File: config.mk
export PLATFORM = sky130hd
export DESIGN_NAME = kct_alu
export DESIGN_NICKNAME = d
export VERILOG_FILES = /design/src/sv/kct_pkg.sv /design/src/sv/kct_alu.sv
export SDC_FILE = /design/constraint.sdc
export NUM_CORES = 2
export LEC_CHECK = 0
export BUFFER_PORTS_ARGS = -buffer_cell sky130_fd_sc_hd__buf_4
export CAP_MARGIN = 10
export CORE_UTILIZATION = 60
export DETAILED_ROUTE_END_ITERATION = 8
export PLACE_DENSITY = 0.84
export SLEW_MARGIN = 20
export SYNTH_ARGS = -nofsm -noshare
export SYNTH_HDL_FRONTEND = slang
export SYNTH_SLANG_ARGS = --single-unit
File: constraint.sdc
create_clock -name vclk -period 14.3
set_input_delay 2.145 -clock vclk [all_inputs]
set_output_delay 2.145 -clock vclk [all_outputs]
set_load 0.02 [all_outputs]
File: src/sv/kct_pkg.sv
`default_nettype none
package kct_pkg;

    localparam int FRAC_BITS = 24;

    // Status codes of a result transaction.
    localparam logic [1:0] ST_UPDATED  = 2'd0;
    localparam logic [1:0] ST_TOO_CLOSE = 2'd1;
    localparam logic [1:0] ST_INIT     = 2'd2;
    localparam logic [1:0] ST_SINGULAR = 2'd3;

    // Configuration register indexes.
    localparam logic [2:0] CFG_H0  = 3'd0;
    localparam logic [2:0] CFG_H1  = 3'd1;
    localparam logic [2:0] CFG_R   = 3'd2;
    localparam logic [2:0] CFG_QAA = 3'd3;
    localparam logic [2:0] CFG_QAR = 3'd4;
    localparam logic [2:0] CFG_QRR = 3'd5;
    localparam logic [2:0] CFG_GAP = 3'd6;

    localparam logic OP_MEASURE = 1'b0;
    localparam logic OP_INIT    = 1'b1;

    // Operations of the shared arithmetic unit.
    typedef enum logic [1:0] {
        ALU_MUL = 2'd0,
        ALU_ADD = 2'd1,
        ALU_SUB = 2'd2
    } alu_op_t;

    typedef struct packed {
        logic               opcode;
        logic [47:0]        sample_time;
        logic signed [31:0] value;
        logic signed [31:0] init_rate;
        logic [30:0]        init_cov_aa;
        logic signed [31:0] init_cov_ar;
        logic [30:0]        init_cov_rr;
    } in_item_t;

    typedef struct packed {
        logic [1:0]         status;
        logic signed [31:0] angle_est;
        logic signed [31:0] rate_est;
    } out_item_t;

endpackage
`default_nettype wire

File: src/sv/kct_alu.sv
`default_nettype none
// Shared saturating Q-format multiply, add and subtract unit.
module kct_alu #(
    parameter int DW = 32
) (
    input  wire kct_pkg::alu_op_t op,
    input  wire logic signed [DW-1:0] a,
    input  wire logic signed [DW-1:0] b,
    output logic signed [DW-1:0] y
);
    localparam logic signed [DW:0] DMAX_W = {2'b00, {(DW-1){1'b1}}};
    localparam logic signed [DW:0] DMIN_W = {2'b11, {(DW-1){1'b0}}};
    localparam logic signed [2*DW-1:0] PMAX = {{(DW+1){1'b0}}, {(DW-1){1'b1}}};
    localparam logic signed [2*DW-1:0] PMIN = {{(DW+1){1'b1}}, {(DW-1){1'b0}}};

    logic signed [2*DW-1:0] prod;
    logic signed [2*DW-1:0] prod_sh;
    logic signed [DW:0]     sum;

    always_comb begin
        prod    = a * b;
        prod_sh = prod >>> kct_pkg::FRAC_BITS;
        sum     = (op == kct_pkg::ALU_SUB) ? ({a[DW-1], a} - {b[DW-1], b})
                                           : ({a[DW-1], a} + {b[DW-1], b});
        case (op)
            kct_pkg::ALU_MUL: begin
                if (prod_sh > PMAX) y = PMAX[DW-1:0];
                else if (prod_sh < PMIN) y = PMIN[DW-1:0];
                else y = prod_sh[DW-1:0];
            end
            default: begin
                if (sum > DMAX_W) y = DMAX_W[DW-1:0];
                else if (sum < DMIN_W) y = DMIN_W[DW-1:0];
                else y = sum[DW-1:0];
            end
        endcase
    end
endmodule
`default_nettype wire

## Word level (Yosys, flattened, before mapping)

Index checks and enable logic that the tools add are counted.

- Register bits: 0
- Input port bits: 66
- Logic and storage cells: 15

- Add/subtract/negate cells: 2
- $mul: 1
- Order comparisons: 4
- Eq/ne operators: 1
- Multiplexer cells: 6
- Reductions and logical operators: 1

Operator list:

| cell | count |
|---|---|
| two-way mux 32 bit | 5 |
| multiplier 32 x 32 -> 64 bit | 1 |
| greater-than comparator 40 x 32 -> 1 bit, second input constant | 1 |
| less-than comparator 40 x 32 -> 1 bit, second input constant | 1 |
| adder 32 x 32 -> 33 bit | 1 |
| greater-than comparator 33 x 32 -> 1 bit, second input constant | 1 |
| less-than comparator 33 x 32 -> 1 bit, second input constant | 1 |
| two-way mux 33 bit | 1 |
| subtractor 32 x 32 -> 33 bit | 1 |
| equality test 2 bit, second input constant | 1 |
| logical NOT 2 bit | 1 |

## Longest topological paths before layout

- Depth in word-level cells: 6
- Mapped depth: 31
- Mapped depth without buffers: 27

## Least setup slack after synthesis

Ideal clock, no wire load.

- Path kind: input port to output port
- From: input b[2]
- To: output y[10]
- Data arrival time: 11,033 ps
- Setup slack: 1,122 ps
- Stages: 28
- Cell sequence: clkbuf_1 clkbuf_1 nand2_1 inv_1 fa_1 fa_1 fa_1 fa_1 inv_1 fa_1 inv_1 fa_1 inv_1 fa_1 inv_1 fa_1 ha_1 clkbuf_1 a21o_1 a21o_1 a21oi_1 o2111a_1 nor4bb_1 nor4bb_1 a2111o_1 nor3_1 nand3_1 a32oi_1

- Word-level cells in the longest chain between the ends: 6

RTL lines:

| what | RTL line | text |
|---|---|---|
| from (decl) | kct_alu.sv:8 | `input wire logic signed [DW-1:0] b,` |
| branches (longest 5 deep; another with multiplier 32 x 32 -> 64 bit) | n/a |  |
| two-way mux 32 bit (*) | kct_alu.sv:25 | `case (op)` |
| to (decl) | kct_alu.sv:9 | `output logic signed [DW-1:0] y` |

Mark *: on every way between the ends.

## Final worst setup path

- From: input a[31]
- To: output y[30]

- Word-level cells in the longest chain between the ends: 6

RTL lines:

| what | RTL line | text |
|---|---|---|
| from (decl) | kct_alu.sv:7 | `input wire logic signed [DW-1:0] a,` |
| branches (longest 5 deep; another with multiplier 32 x 32 -> 64 bit) | n/a |  |
| two-way mux 32 bit (*) | kct_alu.sv:25 |  |

Marked as above.

==> run summary <==
outcome - completed
# port buffers - 98
nets@finish - 5620
Pre-antenna DRT Iters - 6
DRC viols - 0
diode count - 0
cell accounting for the most synthesized area - fa_1
critical path depth in cells - 29
hold_buf cts - 0
Starting Density - 0.6099
hold depth - 5
row count - 93
Die ar. - 0.06691 mm^2
Vert. Die Dim - 258.7 um
Slew HR - 0.2447
Cells after DPL - 5112
Post-DP HPWL - 86.87 mm
FILL cells - 5169
clock buf count - 0
Placer Congestion - 1.014
Setup Viol. Count Final - 0
# IOs - 98
CP dominant cell by count - fa_1
global-route wire length before repair - 176.1 mm
max_cap viols - 0
worst path bufs/invs - 10
sequential share of the synthesized area - 0
Mapped Cells - 4407
Syn Area/Cell - 8.969 um^2
Min-Delay Path Class - input port to output pin
Most Crowded Layer GR - met2
post-synth net total - 5768
routed wire length - 107.1 mm
core box area - 0.06481 mm^2
kind of start point of the critical path - input port
non-filler cells, final - 5112
worst path required time - 12150 ps
Seq cells - 0
Vias/cell - 5.901
post-CTS setup buffer count - 0
Data arrival, critical path - 11460 ps
layout cells sized above 1 - 0.03594
Register Area - 0 um^2
delay-heaviest family, CP - adder cells
Fin. Hold Viols - 0
Synthesis Warnings - 0
GR Util All Layers - 0.3367
setup TNS - 0 ps
pin count of the biggest net entering global routing - 38
worst slew pin tran - 1131 ps
Critical Path Max Stage Delay - 620 ps
met1 usage - 0.4104
vias in the first global route - 33826
cell area after synthesis - 0.03953 mm^2
met3 GRT Util - 0.04460
Final ANT Viol Nets - 0
commonest cells after routing, fill and taps aside - fa_1, inv_1, nand2_1
CP max stage cell - fa_1
distinct cell type count after synthesis - 73
WL/cell - 20.96 um
Setup crit end kind - output pin
Worst Setup Slack post-DPL - 827.1 ps
initial antenna violation count - 3
Layout area overhead - 2.346%
post-synth top area share - 0.5480
met2 GRT Util - 0.5914
top cells by area, synth - fa_1, inv_1, and2_1
Setup CP Type - input port to output pin
Worst Path Max Fanout - 34
gr ovfl total - 0
Final Max Tran Viols - 0
fin crit share - 0.9516
Die Wd - 258.7 um
final worst setup slack - 692.7 ps
RSZ-0062 raised after global routing - false
Final Critical Period - 13610 ps
hold slack - 4839 ps
Via Count - 30164
Starting DRT DRC Count - 2392
max frequency - 73.49 MHz
most common cell after layout, fill and taps aside - fa_1
Resize count post-CTS - 0
## per-stage QoR
stage / util / instance area [um^2]
after floorplan: - / 39530
after global placement: 0.6242 / 40450
after detailed placement: 0.6242 / 40450
after CTS: 0.6242 / 40450
after global routing: 0.6242 / 40450
final: 0.6242 / 40450
## layout make-up
| type | instances | area (um^2) | share of cell area |
|---|---|---|---|
| multi-input combinational | 3188 | 34940 | 0.8637 |
| timing repair buffer | 115 | 863.3 | 0.02134 |
| inverter | 954 | 3581 | 0.08852 |
| tap | 855 | 1070 | 0.02644 |
## per-layer routing
metal / vias up / wire length [um]
met1: 15534 / 38090
met3: 409 / 8976
met2: 1494 / 53960
li1: 12725 / -
met5: - / 17
met4: 2 / 6093
## path summary, 6_finish.rpt
kind                  start     to  slack [ps]
worst max-delay path  a[31]  y[30]         690
worst min-delay path  op[0]  y[31]        4840
## cell usage after synthesis (4+ instances only)
| library cell | count |
|---|---|
| o211ai_1 | 8 |
| clkbuf_1 | 252 |
| a21oi_1 | 113 |
| mux2i_1 | 5 |
| xnor2_1 | 69 |
| o21a_1 | 16 |
| o21ai_1 | 13 |
| and4_1 | 6 |
| nor2b_1 | 7 |
| nand2b_1 | 21 |
| nor3_1 | 18 |
| a21boi_0 | 7 |
| o21ai_0 | 86 |
| or3_1 | 6 |
| a22oi_2 | 21 |
| nor2_1 | 94 |
| a21o_1 | 36 |
| ha_1 | 213 |
| o31ai_1 | 13 |
| nand3_1 | 55 |
| a211oi_1 | 14 |
| a221oi_1 | 4 |
| nand4_1 | 25 |
| nor4_1 | 7 |
| inv_1 | 953 |
| fa_1 | 1082 |
| a31oi_1 | 9 |
| a221o_1 | 4 |
| buf_2 | 4 |
| nand3b_1 | 4 |
| o21bai_1 | 13 |
| nand2_1 | 581 |
| buf_6 | 4 |
| xor2_1 | 38 |
| a32oi_1 | 10 |
| and3_1 | 14 |
| o31a_1 | 7 |
| and2_1 | 517 |
## cell families after synthesis
kind of cell,share of synthesized area
AND/OR/NAND/NOR,0.1733
AO/OA/AOI/OAI,0.06875
buffers and inverters,0.1168
XOR/XNOR,0.02412
multiplexers,0.001551
adder cells (fa/ha/maj),0.6154
Power is not shown: default switching activity piles up to over one toggle a cycle in this logic, so the estimate is an artifact.
