--- config.mk ---
export PLATFORM = sky130hd
export DESIGN_NAME = kct_div
export DESIGN_NICKNAME = d
export VERILOG_FILES = /design/src/sv/kct_pkg.sv /design/src/sv/kct_div.sv
export SDC_FILE = /design/constraint.sdc
export NUM_CORES = 1
export LEC_CHECK = 0
export BUFFER_PORTS_ARGS = -buffer_cell sky130_fd_sc_hd__buf_2
export CORE_ASPECT_RATIO = 1.1
export CORE_MARGIN = 2
export CORE_UTILIZATION = 54
export CTS_CLUSTER_DIAMETER = 150
export CTS_CLUSTER_SIZE = 25
export DETAILED_ROUTE_END_ITERATION = 12
export PLACE_DENSITY = 0.77
export SYNTH_ARGS = -nofsm -noshare
export SYNTH_HDL_FRONTEND = slang
export SYNTH_SLANG_ARGS = --single-unit
--- constraint.sdc ---
create_clock -name aclk -period 3.6 [get_ports aclk]
set_input_delay 0.54 -clock aclk [delete_from_list [all_inputs] [get_ports aclk]]
set_output_delay 0.54 -clock aclk [all_outputs]
set_load 0.01 [all_outputs]
--- src/sv/kct_pkg.sv ---
`default_nettype none
package kct_pkg;

    localparam int FRAC_BITS = 24;

    // Status codes of a result transaction.
    localparam logic [1:0] ST_UPDATED  = 2'd0;
    localparam logic [1:0] ST_TOO_CLOSE = 2'd1;
    localparam logic [1:0] ST_INIT     = 2'd2;
    localparam logic [1:0] ST_SINGULAR = 2'd3;

    // Configuration register indexes.
    localparam logic [2:0] CFG_H0  = 3'd0;
    localparam logic [2:0] CFG_H1  = 3'd1;
    localparam logic [2:0] CFG_R   = 3'd2;
    localparam logic [2:0] CFG_QAA = 3'd3;
    localparam logic [2:0] CFG_QAR = 3'd4;
    localparam logic [2:0] CFG_QRR = 3'd5;
    localparam logic [2:0] CFG_GAP = 3'd6;

    localparam logic OP_MEASURE = 1'b0;
    localparam logic OP_INIT    = 1'b1;

    // Operations of the shared arithmetic unit.
    typedef enum logic [1:0] {
        ALU_MUL = 2'd0,
        ALU_ADD = 2'd1,
        ALU_SUB = 2'd2
    } alu_op_t;

    typedef struct packed {
        logic               opcode;
        logic [47:0]        sample_time;
        logic signed [31:0] value;
        logic signed [31:0] init_rate;
        logic [30:0]        init_cov_aa;
        logic signed [31:0] init_cov_ar;
        logic [30:0]        init_cov_rr;
    } in_item_t;

    typedef struct packed {
        logic [1:0]         status;
        logic signed [31:0] angle_est;
        logic signed [31:0] rate_est;
    } out_item_t;

endpackage
`default_nettype wire

--- src/sv/kct_div.sv ---
`default_nettype none
// Restoring divider: (num * 2^FRAC) / den, truncated toward zero, saturated.
// One quotient bit per cycle; den is positive.
module kct_div #(
    parameter int DW = 32
) (
    input  wire logic aclk,
    input  wire logic aresetn,
    input  wire logic start,
    input  wire logic signed [DW-1:0] num,
    input  wire logic signed [DW-1:0] den,
    output logic done,
    output logic signed [DW-1:0] quot
);
    localparam int NW = DW + kct_pkg::FRAC_BITS;
    localparam int CW = $clog2(NW + 1);
    localparam logic [NW-1:0] QMAX = {{(NW-DW+1){1'b0}}, {(DW-1){1'b1}}};
    localparam logic [NW-1:0] QMIN_MAG = {{(NW-DW){1'b0}}, 1'b1, {(DW-1){1'b0}}};

    logic [NW-1:0] dividend_reg, dividend_next;
    logic [NW-1:0] q_reg, q_next;
    logic [DW:0]   rem_reg, rem_next;
    logic [DW-1:0] den_reg, den_next;
    logic          neg_reg, neg_next;
    logic [CW-1:0] cnt_reg, cnt_next;
    logic          busy_reg, busy_next;
    logic          done_reg, done_next;
    logic [DW:0]   trial;
    logic [DW-1:0] mag;
    logic [DW-1:0] qpos;

    always_comb begin
        dividend_next = dividend_reg;
        q_next        = q_reg;
        rem_next      = rem_reg;
        den_next      = den_reg;
        neg_next      = neg_reg;
        cnt_next      = cnt_reg;
        busy_next     = busy_reg;
        done_next     = 1'b0;
        mag           = num[DW-1] ? (~num + 1'b1) : num;
        trial         = {rem_reg[DW-1:0], dividend_reg[NW-1]};
        if (start) begin
            dividend_next = {mag, {kct_pkg::FRAC_BITS{1'b0}}};
            q_next        = '0;
            rem_next      = '0;
            den_next      = den;
            neg_next      = num[DW-1];
            cnt_next      = CW'(NW);
            busy_next     = 1'b1;
        end else if (busy_reg) begin
            dividend_next = {dividend_reg[NW-2:0], 1'b0};
            if (trial >= {1'b0, den_reg}) begin
                rem_next = trial - {1'b0, den_reg};
                q_next   = {q_reg[NW-2:0], 1'b1};
            end else begin
                rem_next = trial;
                q_next   = {q_reg[NW-2:0], 1'b0};
            end
            cnt_next = cnt_reg - 1'b1;
            if (cnt_reg == CW'(1)) begin
                busy_next = 1'b0;
                done_next = 1'b1;
            end
        end
    end

    always_ff @(posedge aclk) begin
        if (!aresetn) begin
            busy_reg <= 1'b0;
            done_reg <= 1'b0;
            cnt_reg  <= '0;
        end else begin
            busy_reg <= busy_next;
            done_reg <= done_next;
            cnt_reg  <= cnt_next;
        end
        dividend_reg <= dividend_next;
        q_reg        <= q_next;
        rem_reg      <= rem_next;
        den_reg      <= den_next;
        neg_reg      <= neg_next;
    end

    // A positive quotient saturates at DMAX, a negative one at DMIN.
    always_comb begin
        if (neg_reg) begin
            qpos = (q_reg > QMIN_MAG) ? QMIN_MAG[DW-1:0] : q_reg[DW-1:0];
            quot = ~qpos + 1'b1;
        end else begin
            qpos = (q_reg > QMAX) ? QMAX[DW-1:0] : q_reg[DW-1:0];
            quot = qpos;
        end
    end
    assign done = done_reg;
endmodule
`default_nettype wire
### Word-level counts from Yosys, hierarchy flattened

Index checks and enable logic that the tools add are counted.

| storage, ports and cells | value |
|---|---|
| register bits | 161 |

| operators by class | value |
|---|---|
| magnitude comparators | 3 |
| bitwise operators | 4 |
| reduce and logical (&&, ||, !) cells | 3 |
| mux-type cells | 14 |
| equal/unequal tests | 1 |
| add/subtract/negate cells | 4 |

Operators with widths:

| operator | number |
|---|---|
| 32-bit 2-to-1 mux | 5 |
| 56-bit 2-to-1 mux | 2 |
| 32-bit by 1-bit adder with 32-bit output (second input constant) | 2 |
| 32-bit inverter | 2 |
| 56-bit by 31-bit greater-than comparator with 1-bit output (second input constant) | 1 |
| 56-bit by 32-bit greater-than comparator with 1-bit output (second input constant) | 1 |
| 33-bit by 32-bit >= comparator with 1-bit output | 1 |
| 32-bit subtractor | 1 |
| 6-bit 2-to-1 mux | 2 |
| 6-bit by 1-bit equality test with 1-bit output (second input constant) | 1 |
| 6-bit by 1-bit subtractor with 6-bit output (second input constant) | 1 |
| 1-bit 2-to-1 mux | 5 |
| 3-bit OR reduction | 1 |
| 1-bit inverter | 2 |
| 2-bit nonzero test | 1 |
| 2-bit OR reduction | 1 |

### Longest topological paths before layout

| depth | value |
|---|---|
| depth after elaboration | 5 |
| gate-level depth with buffers | 15 |
| gate-level depth less buffers | 12 |

### Worst setup path after synthesis

OpenSTA, ideal clock, no wires.

| timing path | value |
|---|---|
| path kind | reg-to-output |
| from | register q_reg[15] |
| to | output quot[30] |
| setup slack | 0.113 ns |
| data arrival time | 2.947 ns |
| cell stages (with the launch flop) | 14 |
| cells stage by stage | dfxtp_1 buf_6 or4_4 nor4_4 nand4_2 a21oi_4 buf_2 nand2_1 ha_1 nand3_1 nor2_1 a21oi_1 o22ai_1 a21oi_1 |

| between the ends | value |
|---|---|
| longest elaborated chain between the ends | 5 |
| elaborated cells on any way between the ends | 7 |
| classes of those cells | add/sub: 1; order compare: 2; mux: 3; bitwise: 1 |

Ends and longest elaborated chain:

| item | line | text |
|---|---|---|
| from (decl) | kct_div.sv:21 | `logic [NW-1:0] q_reg, q_next;` |
| from (signal assigned) | kct_div.sv:79 | `q_reg <= q_next;` |
| 56-bit by 32-bit greater-than comparator with 1-bit output | kct_div.sv:88 | `qpos = (q_reg > QMIN_MAG) ? QMIN_MAG[DW-1:0] : q_reg[DW-1:0];` |
| 32-bit 2-to-1 mux | kct_div.sv:88 |  |
| 32-bit inverter | kct_div.sv:89 | `quot = ~qpos + 1'b1;` |
| 32-bit by 1-bit adder with 32-bit output | kct_div.sv:89 |  |
| 32-bit 2-to-1 mux (*) | kct_div.sv:87 | `if (neg_reg) begin` |
| to (decl) | kct_div.sv:13 | `output logic signed [DW-1:0] quot` |

Mark *: on every way between the ends. The rest lies on a longest branch, timed or not.

### Final worst setup path

| timing path | value |
|---|---|
| from | register q_reg[16] |
| to | output quot[18] |

The elaborated chain is that of the path after synthesis.

==> results.cfg <==
[yosys]
synth_flop_cell = dfxtp_1
synthArstFlopShare_pct = 0
synth_enable_flop_cells = 65
syn_area_per_cell_sq_um = 8.770
synthCells = 1120
synth_cell_types = 73
synth_most_common_cell = nor2_1
yosysWarningCount = 0
netlist_area_sq_um = 9822
syn_nets = 1224
synth_largest_area_cell = edfxtp_1
netlist_top_cells_area = edfxtp_1, dfxtp_1, mux2i_1
yosysSeqAreaShare_pct = 39.44
synth_top_area_share_pct = 19.87
synth-seq-cells = 161
ys_top_cells_by_count = nor2_1, dfxtp_1, a21oi_1

[routing]
wl_per_cell_um = 14.97
vias_per_cell = 5.801
drtAntennaViolNets = 0
drc = 0
firstDrtPassIters = 5
wl_um = 21750
vias = 8429
drt_iter0_markers = 545

[worst_setup_path]
cpMostUsedCell = a21oi_1
crit_required_ps = 3060
crit_chain = or4_4 -> nor4_4 -> nand4_2 -> a21oi_4 -> nand2_2 -> ha_4 -> buf_8 -> nand2_1 -> o21bai_1 -> a21oi_1 -> a21oi_1 -> buf_2
path_class = register to output port
end_kind = output port
cpMaxStageDelayCell = or4_4
arrival_ps = 3080
worstPathMaxFanout = 12
slowest_delay_ps = 570
critPathLaunchType = register

[sta]
post-route-min-period_ps = 3615
finalMaxSlewViolations = 0
fin_hold_ws_ps = 282.4
setup_viol = 4
relSlewSlack_pct = 49.14
period_share_pct = 100.4
rsz0062_at_grt = yes
finalClockSkew_ps = 8.970
hold_viol_final = 0
fin_tns_setup_ps = -30.34
worst-slew-pin-transition_ps = 763.0
finalWorstSetupSlack_ps = -15.49
fmax_ghz = 0.2766

[grt]
antenna_found_initial = 0
busiest_layer = met2
grt_overflow = 0
met3_usage_pct = 4.946
grt_pass1_vias = 7955
grt.met1_usage_pct = 30.61
grt_start_max_net_pins = 87
met2_usage_pct = 35.93
grtUsageTotal_pct = 22.74
grt_pass1_wl_um = 36780

[run_status]
violations = negative setup slack
status = finished with violations

[clock_network]
clk_latency_ps = 430
cts-root-buf = clkbuf_16
cts_tree = done
cts.clk_slew.worst_paths_ps = 60
h-tree-depth = 4
numCtsBuffers = 17
cts_buffer_depth = 2
cts_sinks = 161
postCtsHoldBufs = 0

[placement]
dp.cells = 1409
portBuffers = 99
gp_congestion = 0.9210
place_ws_ps = 159.9
post-dp-hpwl_um = 14500

[floorplanning]
die-area_sq_um = 19290
die_w_um = 132.6
num_io_pins = 100
initial_core_util_pct = 55.37
coreArea_sq_um = 17740
dieHeight_um = 145.5
rows = 51

[worst_hold_path]
hp-class = input port to register

[finish]
syn_to_final_growth_pct = 15.26
stdcell_count = 1453
final_net_count = 1306
largest_reg_flops = 56
layout-drive-gt1-share_pct = 17.61
antenna_cells = 0

[run]
maxCapViolCount = 0

[power]
ir_drop_uv = 337.0
leakage_nw = 4.766
power.density_nw_per_um2 = 423.3
## worst max-delay path, delay by kind of cell (launching register included)
family | cells | cell delay [ps]
compound gates | 4 | 600
flops | 1 | 350
simple gates | 5 | 1210
buf+inv | 2 | 300
fa+ha+maj | 1 | 210
## per-layer routing
layer / vias to the layer above / wire length [um]
li1: 4241 / -
met1: 3892 / 10230
met2: 256 / 9888
met3: 40 / 1172
met4: 0 / 452
met5: - / 0
## cell usage in the layout, fill, tap and decap left out, types with 34 or more instances in the layout
cell type  instances
ha_1              35
nand2_1           73
o21ai_0           40
edfxtp_1          65
xor2_1            34
nor2_1           160
inv_1             57
buf_2             98
mux2i_1           77
dfxtp_1           92
a21oi_1           83
## cell families after synthesis
group	count (synthesis)	synth area share (%)
AOI/OAI and AO/OA	284	19.02
xor gates and xnor gates	59	5.261
adders and majority gates	37	4.790
buffers and inverters	124	5.096
DFF	161	39.44
muxes	77	7.847
and+or+nand+nor	378	18.55
## area by class of cell
type	instances	area, sq um
fill	1546	6419
multi-input combinational	835	5574
sequential	161	3886
timing repair buffer	130	774.5
clock buffer	20	466.7
tap	238	297.8
inverter	57	214.0
clock inverter	12	107.6
## through the flow
| step | power [mW] | instance area, sq um | utilization (%) |
|---|---|---|---|
| after floorplan | 2.794 | 9822 | - |
| after global placement | 3.016 | 10510 | 59.23 |
| after detailed placement | 3.033 | 10510 | 59.23 |
| after CTS | 4.811 | 11230 | 63.30 |
| after global routing | 5.027 | 11320 | 63.82 |
| final | 4.792 | 11320 | 63.82 |
## final timing paths
path         cells after the start                       end  slack (ps)                     from
max                             12                  quot[18]         -20   q_reg[16]$_SDFFE_PP0P_
min                              1     den_reg[11]$_DFFE_PP_         280                  den[11]
max reg2reg                     11  rem_reg[13]$_SDFFE_PP0P_         480    den_reg[16]$_DFFE_PP_
min reg2reg                      2   cnt_reg[1]$_SDFFE_PP0P_         490  cnt_reg[1]$_SDFFE_PP0P_
## what timing repair did
| item | CTS | global route |
|---|---|---|
| pin swaps | 11 | 12 |
| endpoints found under the hold margin | 0 | 0 |
| setup buffers | 9 | 3 |
| gates resized for setup | 24 | 24 |
| endpoints found under the setup margin | 27 | 29 |
## power by group
group / switching [mW] / internal (mW)
Sequential: 0.0609 / 2.01
Clock: 0.750 / 1.01
Combinational: 0.553 / 0.405
Total: 1.36 / 3.43
No activity file was read; power rests on OpenSTA's default activity.
